--- src/design/gpio_expander_irq_counter_defines.svh ---
// assertion macros shared by the expander queue and back modules
// each macro samples on clk and is disabled while arst_n is low
`ifndef GPIO_EXPANDER_IRQ_COUNTER_DEFINES_SVH
`define GPIO_EXPANDER_IRQ_COUNTER_DEFINES_SVH

// condition holds at every edge
`define GPX_ASSERT_ALWAYS(label, cond, msg) \
	label: assert property (@(posedge clk) disable iff (!arst_n) (cond)) else $error(msg);

// consequent holds in the same cycle as the antecedent
`define GPX_ASSERT_SAME(label, ante, cons, msg) \
	label: assert property (@(posedge clk) disable iff (!arst_n) (ante) |-> (cons)) \
		else $error(msg);

// consequent holds in the cycle after the antecedent
`define GPX_ASSERT_NEXT(label, ante, cons, msg) \
	label: assert property (@(posedge clk) disable iff (!arst_n) (ante) |=> (cons)) \
		else $error(msg);

`endif

--- src/design/gpx_pkg.sv ---
// types and constants of the gpio expander command engine
// no dependencies
package gpx_pkg;

	localparam int NUM_PINS    = 8;
	localparam int QUEUE_DEPTH = 2;

	localparam logic [7:0] LOW_GROUP  = 8'h3F;
	localparam logic [7:0] HIGH_GROUP = 8'hC0;
	localparam logic [7:0] HIGH_RAW   = 8'h03;
	localparam logic [7:0] DIR_RESET  = 8'hFF;
	localparam logic [7:0] FW_TYPE_ID = 8'h01;
	localparam logic [7:0] FW_VER_ID  = 8'h01;
	localparam logic [7:0] BAD_INDEX  = 8'hFF;
	localparam logic [7:0] LAST_INDEX = 8'h07;

	localparam logic [1:0] LEN_NONE = 2'd0;
	localparam logic [1:0] LEN_ONE  = 2'd1;
	localparam logic [1:0] LEN_TWO  = 2'd2;

	typedef enum logic [3:0] {
		OP_SET_DIR    = 4'd0,
		OP_SET_OUT    = 4'd1,
		OP_GET_PINS   = 4'd2,
		OP_SET_IRQ_EN = 4'd3,
		OP_GET_FLAGS  = 4'd4,
		OP_SET_PULLUP = 4'd5,
		OP_GET_COUNT  = 4'd6,
		OP_RESET      = 4'd7,
		OP_FW_TYPE    = 4'd8,
		OP_FW_VER     = 4'd9,
		OP_EVENT_LOW  = 4'd10,
		OP_EVENT_HIGH = 4'd11
	} op_t;

	typedef enum logic [3:0] {
		K_NOP,
		K_WR_DIR,
		K_WR_OUT,
		K_WR_IRQ,
		K_WR_PULL,
		K_RD_PINS,
		K_RD_FLAGS,
		K_RD_COUNT,
		K_CLEAR,
		K_FW_TYPE,
		K_FW_VER,
		K_EVENT
	} kind_t;

	// one classified word handed from front to back
	typedef struct packed {
		kind_t      kind;
		logic [7:0] arg;
		logic [7:0] levels;
		logic [7:0] pend;
		logic [7:0] keep;
		logic       idx_ok;
	} cmd_t;

endpackage

--- src/design/gpx_front.sv ---
// front stage: accepts words, decodes the op and prepares event masks
// depends on gpx_pkg
module gpx_front (
	input  logic          clk,
	input  logic          arst_n,
	input  logic          in_valid,
	output logic          in_stall,
	input  logic [3:0]    op,
	input  logic [7:0]    arg_byte,
	input  logic [7:0]    pin_levels,
	output logic          push,
	output gpx_pkg::cmd_t push_data,
	input  logic          q_full
);

	logic          valid_s1;
	gpx_pkg::cmd_t cmd_s1;
	gpx_pkg::cmd_t cmd_d;
	logic          take;

	assign in_stall  = valid_s1 && q_full;
	assign take      = in_valid && !in_stall;
	assign push      = valid_s1 && !q_full;
	assign push_data = cmd_s1;

	always_comb begin
		cmd_d.kind   = gpx_pkg::K_NOP;
		cmd_d.arg    = arg_byte;
		cmd_d.levels = pin_levels;
		cmd_d.pend   = '0;
		cmd_d.keep   = '1;
		cmd_d.idx_ok = (arg_byte <= gpx_pkg::LAST_INDEX);
		unique case (gpx_pkg::op_t'(op))
			gpx_pkg::OP_SET_DIR:    cmd_d.kind = gpx_pkg::K_WR_DIR;
			gpx_pkg::OP_SET_OUT:    cmd_d.kind = gpx_pkg::K_WR_OUT;
			gpx_pkg::OP_GET_PINS:   cmd_d.kind = gpx_pkg::K_RD_PINS;
			gpx_pkg::OP_SET_IRQ_EN: cmd_d.kind = gpx_pkg::K_WR_IRQ;
			gpx_pkg::OP_GET_FLAGS:  cmd_d.kind = gpx_pkg::K_RD_FLAGS;
			gpx_pkg::OP_SET_PULLUP: cmd_d.kind = gpx_pkg::K_WR_PULL;
			gpx_pkg::OP_GET_COUNT:  cmd_d.kind = gpx_pkg::K_RD_COUNT;
			gpx_pkg::OP_RESET:      cmd_d.kind = gpx_pkg::K_CLEAR;
			gpx_pkg::OP_FW_TYPE:    cmd_d.kind = gpx_pkg::K_FW_TYPE;
			gpx_pkg::OP_FW_VER:     cmd_d.kind = gpx_pkg::K_FW_VER;
			gpx_pkg::OP_EVENT_LOW: begin
				cmd_d.kind = gpx_pkg::K_EVENT;
				cmd_d.pend = arg_byte & gpx_pkg::LOW_GROUP;
				cmd_d.keep = gpx_pkg::HIGH_GROUP;
			end
			gpx_pkg::OP_EVENT_HIGH: begin
				cmd_d.kind = gpx_pkg::K_EVENT;
				// pins 6 and 7 arrive in the two low arg bits
				cmd_d.pend = {arg_byte[1:0] & gpx_pkg::HIGH_RAW[1:0], 6'd0};
				cmd_d.keep = gpx_pkg::LOW_GROUP;
			end
			default:                cmd_d.kind = gpx_pkg::K_NOP;
		endcase
	end

	always_ff @(posedge clk or negedge arst_n) begin
		if (!arst_n) begin
			valid_s1 <= 1'b0;
		end else if (take) begin
			valid_s1 <= 1'b1;
		end else if (push) begin
			valid_s1 <= 1'b0;
		end
	end

	always_ff @(posedge clk) begin
		if (take) begin
			cmd_s1 <= cmd_d;
		end
	end

endmodule

--- src/design/gpx_queue.sv ---
// short fifo between the decode front and the execute back
// depends on gpx_pkg and the assertion macro header
`include "gpio_expander_irq_counter_defines.svh"

module gpx_queue (
	input  logic          clk,
	input  logic          arst_n,
	input  logic          push,
	input  gpx_pkg::cmd_t push_data,
	output logic          full,
	input  logic          pop,
	output logic          empty,
	output gpx_pkg::cmd_t pop_data
);

	localparam int Depth = gpx_pkg::QUEUE_DEPTH;
	localparam int PtrW  = (Depth > 1) ? $clog2(Depth) : 1;
	localparam int CntW  = $clog2(Depth + 1);
	localparam logic [PtrW-1:0] LastPtr = PtrW'(Depth - 1);
	localparam logic [CntW-1:0] FullCnt = CntW'(Depth);

	gpx_pkg::cmd_t   slot_q [Depth];
	logic [PtrW-1:0] wr_ptr_q;
	logic [PtrW-1:0] rd_ptr_q;
	logic [CntW-1:0] count_q;

	assign full     = (count_q == FullCnt);
	assign empty    = (count_q == '0);
	assign pop_data = slot_q[rd_ptr_q];

	always_ff @(posedge clk or negedge arst_n) begin
		if (!arst_n) begin
			wr_ptr_q <= '0;
			rd_ptr_q <= '0;
			count_q  <= '0;
		end else begin
			if (push) begin
				wr_ptr_q <= (wr_ptr_q == LastPtr) ? '0 : wr_ptr_q + 1'b1;
			end
			if (pop) begin
				rd_ptr_q <= (rd_ptr_q == LastPtr) ? '0 : rd_ptr_q + 1'b1;
			end
			if (push && !pop) begin
				count_q <= count_q + 1'b1;
			end else if (pop && !push) begin
				count_q <= count_q - 1'b1;
			end
		end
	end

	always_ff @(posedge clk) begin
		if (push) begin
			slot_q[wr_ptr_q] <= push_data;
		end
	end

	`GPX_ASSERT_ALWAYS(a_count_bound, count_q <= FullCnt, "queue count above depth")
	`GPX_ASSERT_SAME(a_no_pop_empty, pop, !empty, "pop from empty queue")
	`GPX_ASSERT_SAME(a_no_push_full, push, !full, "push into full queue")
	`GPX_ASSERT_NEXT(a_count_track, push && !pop, count_q == $past(count_q) + 1'b1,
		"queue count missed a push")

endmodule

--- src/design/gpx_back.sv ---
// execute stage: register file, flags, event counters and result register
// depends on gpx_pkg and the assertion macro header
`include "gpio_expander_irq_counter_defines.svh"

module gpx_back #(
	parameter int COUNT_WIDTH = 16
) (
	input  logic          clk,
	input  logic          arst_n,
	input  logic          q_empty,
	input  gpx_pkg::cmd_t q_data,
	output logic          pop,
	output logic          out_valid,
	input  logic          out_stall,
	output logic [7:0]    pin_direction,
	output logic [7:0]    pin_drive,
	output logic [7:0]    pin_pullup,
	output logic [1:0]    reply_length,
	output logic [7:0]    reply_first,
	output logic [7:0]    reply_second
);

	localparam int Pins = gpx_pkg::NUM_PINS;

	logic [7:0] dir_q, drive_q, pull_q, irq_en_q, flag_q;
	logic [COUNT_WIDTH-1:0] cnt_q [Pins];

	logic [7:0] dir_d, drive_d, pull_d, irq_en_d, flag_d;
	logic [7:0] hits;
	logic       clear;
	logic [1:0] len_d;
	logic [7:0] first_d, second_d;
	logic [15:0] cnt16;

	logic       out_valid_q;
	logic [7:0] dir_s3, drive_s3, pull_s3, first_s3, second_s3;
	logic [1:0] len_s3;

	assign pop = !q_empty && (!out_valid_q || !out_stall);

	// count bits above 15 are not reported, missing ones read as zero
	assign cnt16 = 16'(cnt_q[q_data.arg[2:0]]);

	always_comb begin
		dir_d    = dir_q;
		drive_d  = drive_q;
		pull_d   = pull_q;
		irq_en_d = irq_en_q;
		flag_d   = flag_q;
		hits     = '0;
		clear    = 1'b0;
		len_d    = gpx_pkg::LEN_NONE;
		first_d  = '0;
		second_d = '0;
		unique case (q_data.kind)
			gpx_pkg::K_WR_DIR:  dir_d    = q_data.arg;
			gpx_pkg::K_WR_OUT:  drive_d  = q_data.arg;
			gpx_pkg::K_WR_IRQ:  irq_en_d = q_data.arg;
			gpx_pkg::K_WR_PULL: pull_d   = q_data.arg;
			gpx_pkg::K_RD_PINS: begin
				len_d   = gpx_pkg::LEN_ONE;
				first_d = q_data.levels & ~dir_q;
			end
			gpx_pkg::K_RD_FLAGS: begin
				len_d   = gpx_pkg::LEN_ONE;
				first_d = flag_q;
				flag_d  = '0;
			end
			gpx_pkg::K_RD_COUNT: begin
				len_d = gpx_pkg::LEN_TWO;
				if (q_data.idx_ok) begin
					first_d  = cnt16[15:8];
					second_d = cnt16[7:0];
				end else begin
					first_d  = gpx_pkg::BAD_INDEX;
					second_d = gpx_pkg::BAD_INDEX;
				end
			end
			gpx_pkg::K_CLEAR: begin
				clear    = 1'b1;
				dir_d    = gpx_pkg::DIR_RESET;
				drive_d  = '0;
				pull_d   = '0;
				irq_en_d = '0;
				flag_d   = '0;
			end
			gpx_pkg::K_FW_TYPE: begin
				len_d   = gpx_pkg::LEN_ONE;
				first_d = gpx_pkg::FW_TYPE_ID;
			end
			gpx_pkg::K_FW_VER: begin
				len_d   = gpx_pkg::LEN_ONE;
				first_d = gpx_pkg::FW_VER_ID;
			end
			gpx_pkg::K_EVENT: begin
				hits   = q_data.pend & irq_en_q;
				flag_d = (flag_q & q_data.keep) | hits;
			end
			default: ;
		endcase
	end

	always_ff @(posedge clk or negedge arst_n) begin
		if (!arst_n) begin
			dir_q    <= gpx_pkg::DIR_RESET;
			drive_q  <= '0;
			pull_q   <= '0;
			irq_en_q <= '0;
			flag_q   <= '0;
			for (int i = 0; i < Pins; i++) begin
				cnt_q[i] <= '0;
			end
		end else if (pop) begin
			dir_q    <= dir_d;
			drive_q  <= drive_d;
			pull_q   <= pull_d;
			irq_en_q <= irq_en_d;
			flag_q   <= flag_d;
			for (int i = 0; i < Pins; i++) begin
				if (clear) begin
					cnt_q[i] <= '0;
				end else if (hits[i]) begin
					cnt_q[i] <= cnt_q[i] + 1'b1;
				end
			end
		end
	end

	always_ff @(posedge clk or negedge arst_n) begin
		if (!arst_n) begin
			out_valid_q <= 1'b0;
		end else if (pop) begin
			out_valid_q <= 1'b1;
		end else if (!out_stall) begin
			out_valid_q <= 1'b0;
		end
	end

	always_ff @(posedge clk) begin
		if (pop) begin
			dir_s3    <= dir_d;
			drive_s3  <= drive_d;
			pull_s3   <= pull_d;
			len_s3    <= len_d;
			first_s3  <= first_d;
			second_s3 <= second_d;
		end
	end

	assign out_valid     = out_valid_q;
	assign pin_direction = dir_s3;
	assign pin_drive     = drive_s3;
	assign pin_pullup    = pull_s3;
	assign reply_length  = len_s3;
	assign reply_first   = first_s3;
	assign reply_second  = second_s3;

	`GPX_ASSERT_SAME(a_len_range, out_valid_q, len_s3 != 2'd3, "reply length out of range")
	`GPX_ASSERT_SAME(a_no_reply_zero, out_valid_q && len_s3 == gpx_pkg::LEN_NONE,
		first_s3 == '0 && second_s3 == '0, "reply bytes set without reply")
	`GPX_ASSERT_NEXT(a_flags_cleared, pop && q_data.kind == gpx_pkg::K_RD_FLAGS,
		flag_q == '0, "flags not cleared by flag read")
	`GPX_ASSERT_NEXT(a_clear_dir, pop && q_data.kind == gpx_pkg::K_CLEAR,
		dir_q == gpx_pkg::DIR_RESET && irq_en_q == '0, "reset command left state")

endmodule

--- src/design/gpio_expander_irq_counter.sv ---
// path: an accepted word is registered in the decode register, then in a queue slot, then in
// the result register; a full queue or out_stall can hold a word at any of these
// throughput: one word per cycle while neither a full queue nor out_stall holds the flow
// reset: asynchronous, all pins outputs, other registers, flags and counters zero
// top level of the expander command engine, built from front, queue and back
// depends on gpx_pkg, gpx_front, gpx_queue and gpx_back
module gpio_expander_irq_counter #(
	parameter int COUNT_WIDTH = 16
) (
	input  logic       clk,
	input  logic       arst_n,
	input  logic       in_valid,
	output logic       in_stall,
	input  logic [3:0] op,
	input  logic [7:0] arg_byte,
	input  logic [7:0] pin_levels,
	output logic       out_valid,
	input  logic       out_stall,
	output logic [7:0] pin_direction,
	output logic [7:0] pin_drive,
	output logic [7:0] pin_pullup,
	output logic [1:0] reply_length,
	output logic [7:0] reply_first,
	output logic [7:0] reply_second
);

	logic          push;
	gpx_pkg::cmd_t push_data;
	logic          q_full;
	logic          q_empty;
	logic          pop;
	gpx_pkg::cmd_t pop_data;

	gpx_front u_front (
		.clk        (clk),
		.arst_n     (arst_n),
		.in_valid   (in_valid),
		.in_stall   (in_stall),
		.op         (op),
		.arg_byte   (arg_byte),
		.pin_levels (pin_levels),
		.push       (push),
		.push_data  (push_data),
		.q_full     (q_full)
	);

	gpx_queue u_queue (
		.clk       (clk),
		.arst_n    (arst_n),
		.push      (push),
		.push_data (push_data),
		.full      (q_full),
		.pop       (pop),
		.empty     (q_empty),
		.pop_data  (pop_data)
	);

	gpx_back #(
		.COUNT_WIDTH (COUNT_WIDTH)
	) u_back (
		.clk           (clk),
		.arst_n        (arst_n),
		.q_empty       (q_empty),
		.q_data        (pop_data),
		.pop           (pop),
		.out_valid     (out_valid),
		.out_stall     (out_stall),
		.pin_direction (pin_direction),
		.pin_drive     (pin_drive),
		.pin_pullup    (pin_pullup),
		.reply_length  (reply_length),
		.reply_first   (reply_first),
		.reply_second  (reply_second)
	);

endmodule

--- config.mk ---
export PLATFORM = sky130hd
export DESIGN_NAME = gpio_expander_irq_counter
export DESIGN_NICKNAME = d
export VERILOG_FILES = /design/src/design/gpx_pkg.sv /design/src/design/gpx_front.sv /design/src/design/gpx_queue.sv /design/src/design/gpx_back.sv /design/src/design/gpio_expander_irq_counter.sv
export VERILOG_INCLUDE_DIRS = /design/src /design/src/design
export SDC_FILE = /design/constraint.sdc
export NUM_CORES = 1
export LEC_CHECK = 0
export BUFFER_PORTS_ARGS = -buffer_cell sky130_fd_sc_hd__clkbuf_2
export CAP_MARGIN = 20
export CORE_MARGIN = 2
export CORE_UTILIZATION = 30
export CTS_BUF_LIST = sky130_fd_sc_hd__clkbuf_4
export CTS_CLUSTER_DIAMETER = 80
export DETAILED_ROUTE_END_ITERATION = 16
export PLACE_DENSITY_LB_ADDON = 0.05
export REMOVE_ABC_BUFFERS = 1
export SYNTH_ARGS = -nofsm -noshare
export SYNTH_HDL_FRONTEND = slang
export SYNTH_HIERARCHICAL = 1
export SYNTH_SLANG_ARGS = --single-unit
--- constraint.sdc ---
create_clock -name clk -period 6.4 [get_ports clk]
set_clock_uncertainty 0.1 [all_clocks]
set_input_delay 0.32 -clock clk [delete_from_list [all_inputs] [get_ports clk]]
set_output_delay 0.32 -clock clk [all_outputs]
set_load 0.02 [all_outputs]
-- Word level (Yosys, flattened, before mapping)
Memory sizes are Yosys's and may differ from the RTL's.
Cells that the tools add are included.
- memories: 1
- word-level logic and storage cells: 159
- register bits after elaboration: 253
- input bits: 24
- RAM bits: 74
- magnitude comparators: 2
- equal/unequal tests: 24
- multiplexer cells: 42
- reduce and logical (&&, ||, !) cells: 42
- $add $sub $neg: 12
- bitwise logic cells: 6
- memories (memory ; words ; width ; rd ports ; clocked after memory_dff ; write ports ; line ; RTL):
    u_queue.slot_q ; 2 ; 37 ; 1 ; 0 ; 1 ; gpx_queue.sv:22 ; gpx_pkg::cmd_t slot_q [Depth];
- operators with widths (cell ; count):
    16-bit 2-to-1 mux ; 18
    16-bit by 1-bit adder with 16-bit output (second input constant) ; 8
    8-bit case mux with 2 select lines ; 5
    16-bit binary-select mux with 3-bit select ; 1
    4-bit case mux with 11 select lines ; 1
    4-bit by 3-bit equality test with 1-bit output (second input constant) ; 8
    4-bit equality test (second input constant) ; 8
    16-bit case mux with 2 select lines ; 1
    8-bit case mux with 4 select lines ; 1
    8-bit bitwise AND ; 3
    8-bit 2-to-1 mux ; 3
    2-bit nonzero test ; 12
    2-bit AND reduction ; 10
    4-bit by 2-bit equality test with 1-bit output (second input constant) ; 4
    1-bit 2-to-1 mux ; 9
    4-bit by 1-bit equality test with 1-bit output (second input constant) ; 2
    8-bit by 3-bit <= comparator with 1-bit output (second input constant) ; 1
    8-bit inverter ; 1
    8-bit bitwise OR ; 1
    1-bit zero test ; 7
    1-bit logical AND ; 6
    2-bit OR reduction ; 3
    4-bit >= comparator (second input constant) ; 1
    4-bit zero test ; 1
    11 further kinds ; 13

-- Logic depth before layout (Yosys ltp)
- word-level depth: 7
- depth in mapped cells: 11

-- Modules after synthesis
Netlist, hierarchy kept.
- by module, submodules not included (module ; cells an instance ; area each (um^2) ; instances):
    gpx_back ; 1103 ; 11454.7 ; 1
    gpx_queue ; 131 ; 2939.1 ; 1
    gpx_front ; 68 ; 1179.9 ; 1

-- Worst setup path before layout
OpenSTA, ideal clock, no wires.
- path kind: reg2reg
- start point: register u_back.out_valid_q (netlist: u_back/out_valid)
- end point: register u_queue.count_q[1]
- library setup time: 0.079 ns
- data arrival time: 3.312 ns
- required time: 6.221 ns
- period minus slack after synthesis: 3.491 ns
- slack: 2.909 ns
- cell stages (with the launch flop): 11
- path through: dfrtp_1 a21o_1 buf_2 inv_2 clkbuf_1 clkbuf_1 inv_1 ha_1 xor2_1 nor2_1 xor2_1
- word-level cells in the longest chain between the ends: 6
- elaborated cells between the ends (all ways): 8
- those cells by class: mux: 1; reduce/logical: 7
- ends and longest elaborated chain (element ; line ; RTL):
    start, declared ; gpx_back.sv:35 ; logic out_valid_q;
    start signal, assigned ; gpx_back.sv:131 ; out_valid_q <= 1'b0;
    start signal, assigned ; gpx_back.sv:133 ; out_valid_q <= 1'b1;
    start signal, assigned ; gpx_back.sv:135 ; out_valid_q <= 1'b0;
    1-bit zero test * ; gpx_back.sv:39 ; assign pop = !q_empty && (!out_valid_q || !out_stall);
    1-bit logical OR * ; gpx_back.sv:39 ;
    1-bit logical AND * ; gpx_back.sv:39 ;
    named net pop ; gpio_expander_irq_counter.sv:31 ; logic pop;
    1-bit zero test ; gpx_queue.sv:43 ; if (push && !pop) begin
    1-bit logical AND ; gpx_queue.sv:43 ;
    2-bit 2-to-1 mux or 2-bit nonzero test (tied branches) ; - ;
    end signal, assigned ; gpx_queue.sv:44 ; count_q <= count_q + 1'b1;
    end signal, assigned ; gpx_queue.sv:46 ; count_q <= count_q - 1'b1;
    end, declared ; gpx_queue.sv:25 ; logic [CntW-1:0] count_q;
Mark *: on every way through the listed nets, which the timed path passes. The rest lies on a longest branch.
A chain may end at the register's enable or synchronous reset.

==> impl_metrics.toml <==
[setup_path]
cp_max_fo = 24
critical_path_arrival_ps = 4500
crit_type = "flop to flop"
required_ps = 7030
critPathLaunchType = "flop"
endpoint_kind = "flop"

[placement]
io_buffers = 67
place_hpwl_mm = 31.34
gp_congestion = 0.7467
dpl_worst_slack_ps = 2611
placed_area_um2 = 16540

[timing]
rsz0062_at_grt = "no"
hold_viol_final = 0
fin_crit_sh_pct = 60.51
final_max_slew_viol_count = 0
holdWs_ps = 103.5
min_period_ps = 3872
timing.fmax_mhz = 258.2
fin_setup_tns_ps = 0
fin_ws_ps = 2528
slew_headroom_pct = 33.53
worstMarginPinSlew_ps = 997.0
setup_viol = 0

[grt]
grt_pass1_vias = 11730
grt_pass1_wl_mm = 73.95
overflow = 0
grt_use_total_pct = 18.31
antenna_found_initial = 3
grt_max_degree = 62

[layout]
synthToLayoutAreaGrowth_pct = 16.62
final.fill_count = 5165
regMostFlops = "u_back/cnt_q"
nets = 1468
fin_area_um2 = 18160
drive_above_1_share_pct = 23.06
largest_register_ffs = 128

[floorplan]
core-area_um2 = 51300
die_h_um = 231.8
num_rows = 83
ioPinCount = 68
die_w_um = 231.8
initial_utilization_pct = 30.36
die_area_um2 = 53750

[drt]
wire_per_inst_um = 21.87
drc_errors = 0
wl_mm = 47.99
drtAntennaViolNets = 0
vias = 11690
firstDrtPassIters = 5
drt_iter0_drc = 768
avgViaCountPerCell = 5.327

[synth]
yosys-top-cells-area = "edfxtp_1, dfrtp_1, mux4_2"
avgSynthCellArea_um2 = 11.96
ys_ff_latch = 321
yosys_most_used_dff = "dfrtp_1"
yosysSeqAreaShare_pct = 56.37
synth_warnings = 6
synthMostInstantiatedCell = "dfrtp_1"
synth_area_um2 = 15570
synth_top_area_cell = "edfxtp_1"
ys_top_cells_by_count = "dfrtp_1, edfxtp_1, nand2_1"
synthArstFlopShare_pct = 54.21
synth_cells = 1302
synth_cell_types = 67
synth_top_area_share_pct = 28.34
synth_edf_count = 147

[pwr]
p_leak_nw = 7.050
peakVddDrop_v = 0.0002037
power_density_nw_per_um2 = 403.3
finalPower_mw = 7.324

[status]
status = "finished, final reports clean"

[min_path]
hp-class = "input pin to flop"

[clock_tree]
max-clock-path-buffers = 3
cts_resized = 0
cts_tree = "done"
clock-root-buffer = "clkbuf_4"
insertion_delay_ps = 840
h-tree-depth = 3
numCtsBuffers = 96
path_clk_slew_ps = 60
numClockSinks = 321

[job]
max_cap_viol_count = 0
## report_power, final
part	leakage [nW]	switching [mW]	internal (mW)
Sequential	3.73	0.289	2.74
Clock	0.745	0.925	1.11
Combinational	2.58	1.48	0.775
Total	7.05	2.69	4.63
## metrics by stage
stage / utilization, % / instances
5_1_grt: 35.39 / 2192
3_5_place_dp: 32.24 / 1983
4_1_cts: 35.35 / 2187
6_report: 35.40 / 2194
3_3_place_gp: 32.24 / 1983
2_1_floorplan: - / 1220
## per-layer routing
metal	share of wire (%)	track usage (%)	wire, µm
met3	4.7	3.684	2238
met1	48	25.75	22970
met4	2.8	6.530	1340
met5	0	0	0
met2	45	27.94	21440
## cell families (layout without fill, tap and decap cells)
logic type / Yosys count / after routing / share of synthesized area (%)
other: 0 / 5 / 0
xor gates and xnor gates: 21 / 21 / 1.181
DFF: 321 / 321 / 56.37
and+or+nand+nor: 435 / 435 / 15.82
adders and majority gates: 9 / 9 / 0.7231
AOI/OAI and AO/OA: 286 / 286 / 12.06
muxes: 108 / 108 / 10.37
buffers and inverters: 122 / 329 / 3.479
## worst paths after layout
kind                                            start               endpoint  slack, ps  depth (start not counted)
worst max-delay path                 u_queue/rd_ptr_q      u_back/cnt_q[105]       2530                          5
worst min-delay path                    pin_levels[2]  u_front/push_data[19]        100                          2
worst max register to register       u_queue/rd_ptr_q      u_back/cnt_q[105]       2530                          5
worst min register to register  u_front/push_data[29]  u_queue/slot_q[1][29]        330                          0
max in group asynchronous                      arst_n       u_back/cnt_q[71]       4590                          4
min in group asynchronous                      arst_n       u_back/cnt_q[97]        490                          3
## critical path, cell delays in order (launching register included)
cell and delay [ps]:
dfrtp_2 810, mux2_2 580, nand4b_1 780, or4_1 880, or4_1 440, a21oi_1 150
## timing repair
item	CTS	global route
hold buffers	32	0
hold endpoints to repair	131	0
endpoints found under the setup margin	0	0
buffers inserted	0	0
## cell usage in the layout, fill, tap and decap left out, types with 36 or more instances in the layout
cell type    n
inv_1       39
nand2_1     98
nor2_1      36
edfxtp_1   147
clkbuf_2    66
nand3_1     63
o21ai_0     48
o31ai_1     54
clkbuf_4   154
a21oi_1     95
dfrtp_1    165
or4_1       58
## layout make-up
| class | count | area [µm²] | area share, % |
|---|---|---|---|
| Sequential cell | 321 | 8780 | 48.34 |
| Multi-Input combinational cell | 859 | 6281 | 34.58 |
| Tap cell | 680 | 850.8 | 4.684 |
| Antenna cell | 5 | 12.51 | 0.06889 |
| Timing Repair Buffer | 117 | 829.5 | 4.567 |
| Clock buffer | 153 | 1149 | 6.324 |
| Inverter | 40 | 151.4 | 0.8336 |
| Clock inverter | 19 | 108.9 | 0.5993 |
Note: power is estimated with default switching activity, not from simulation.
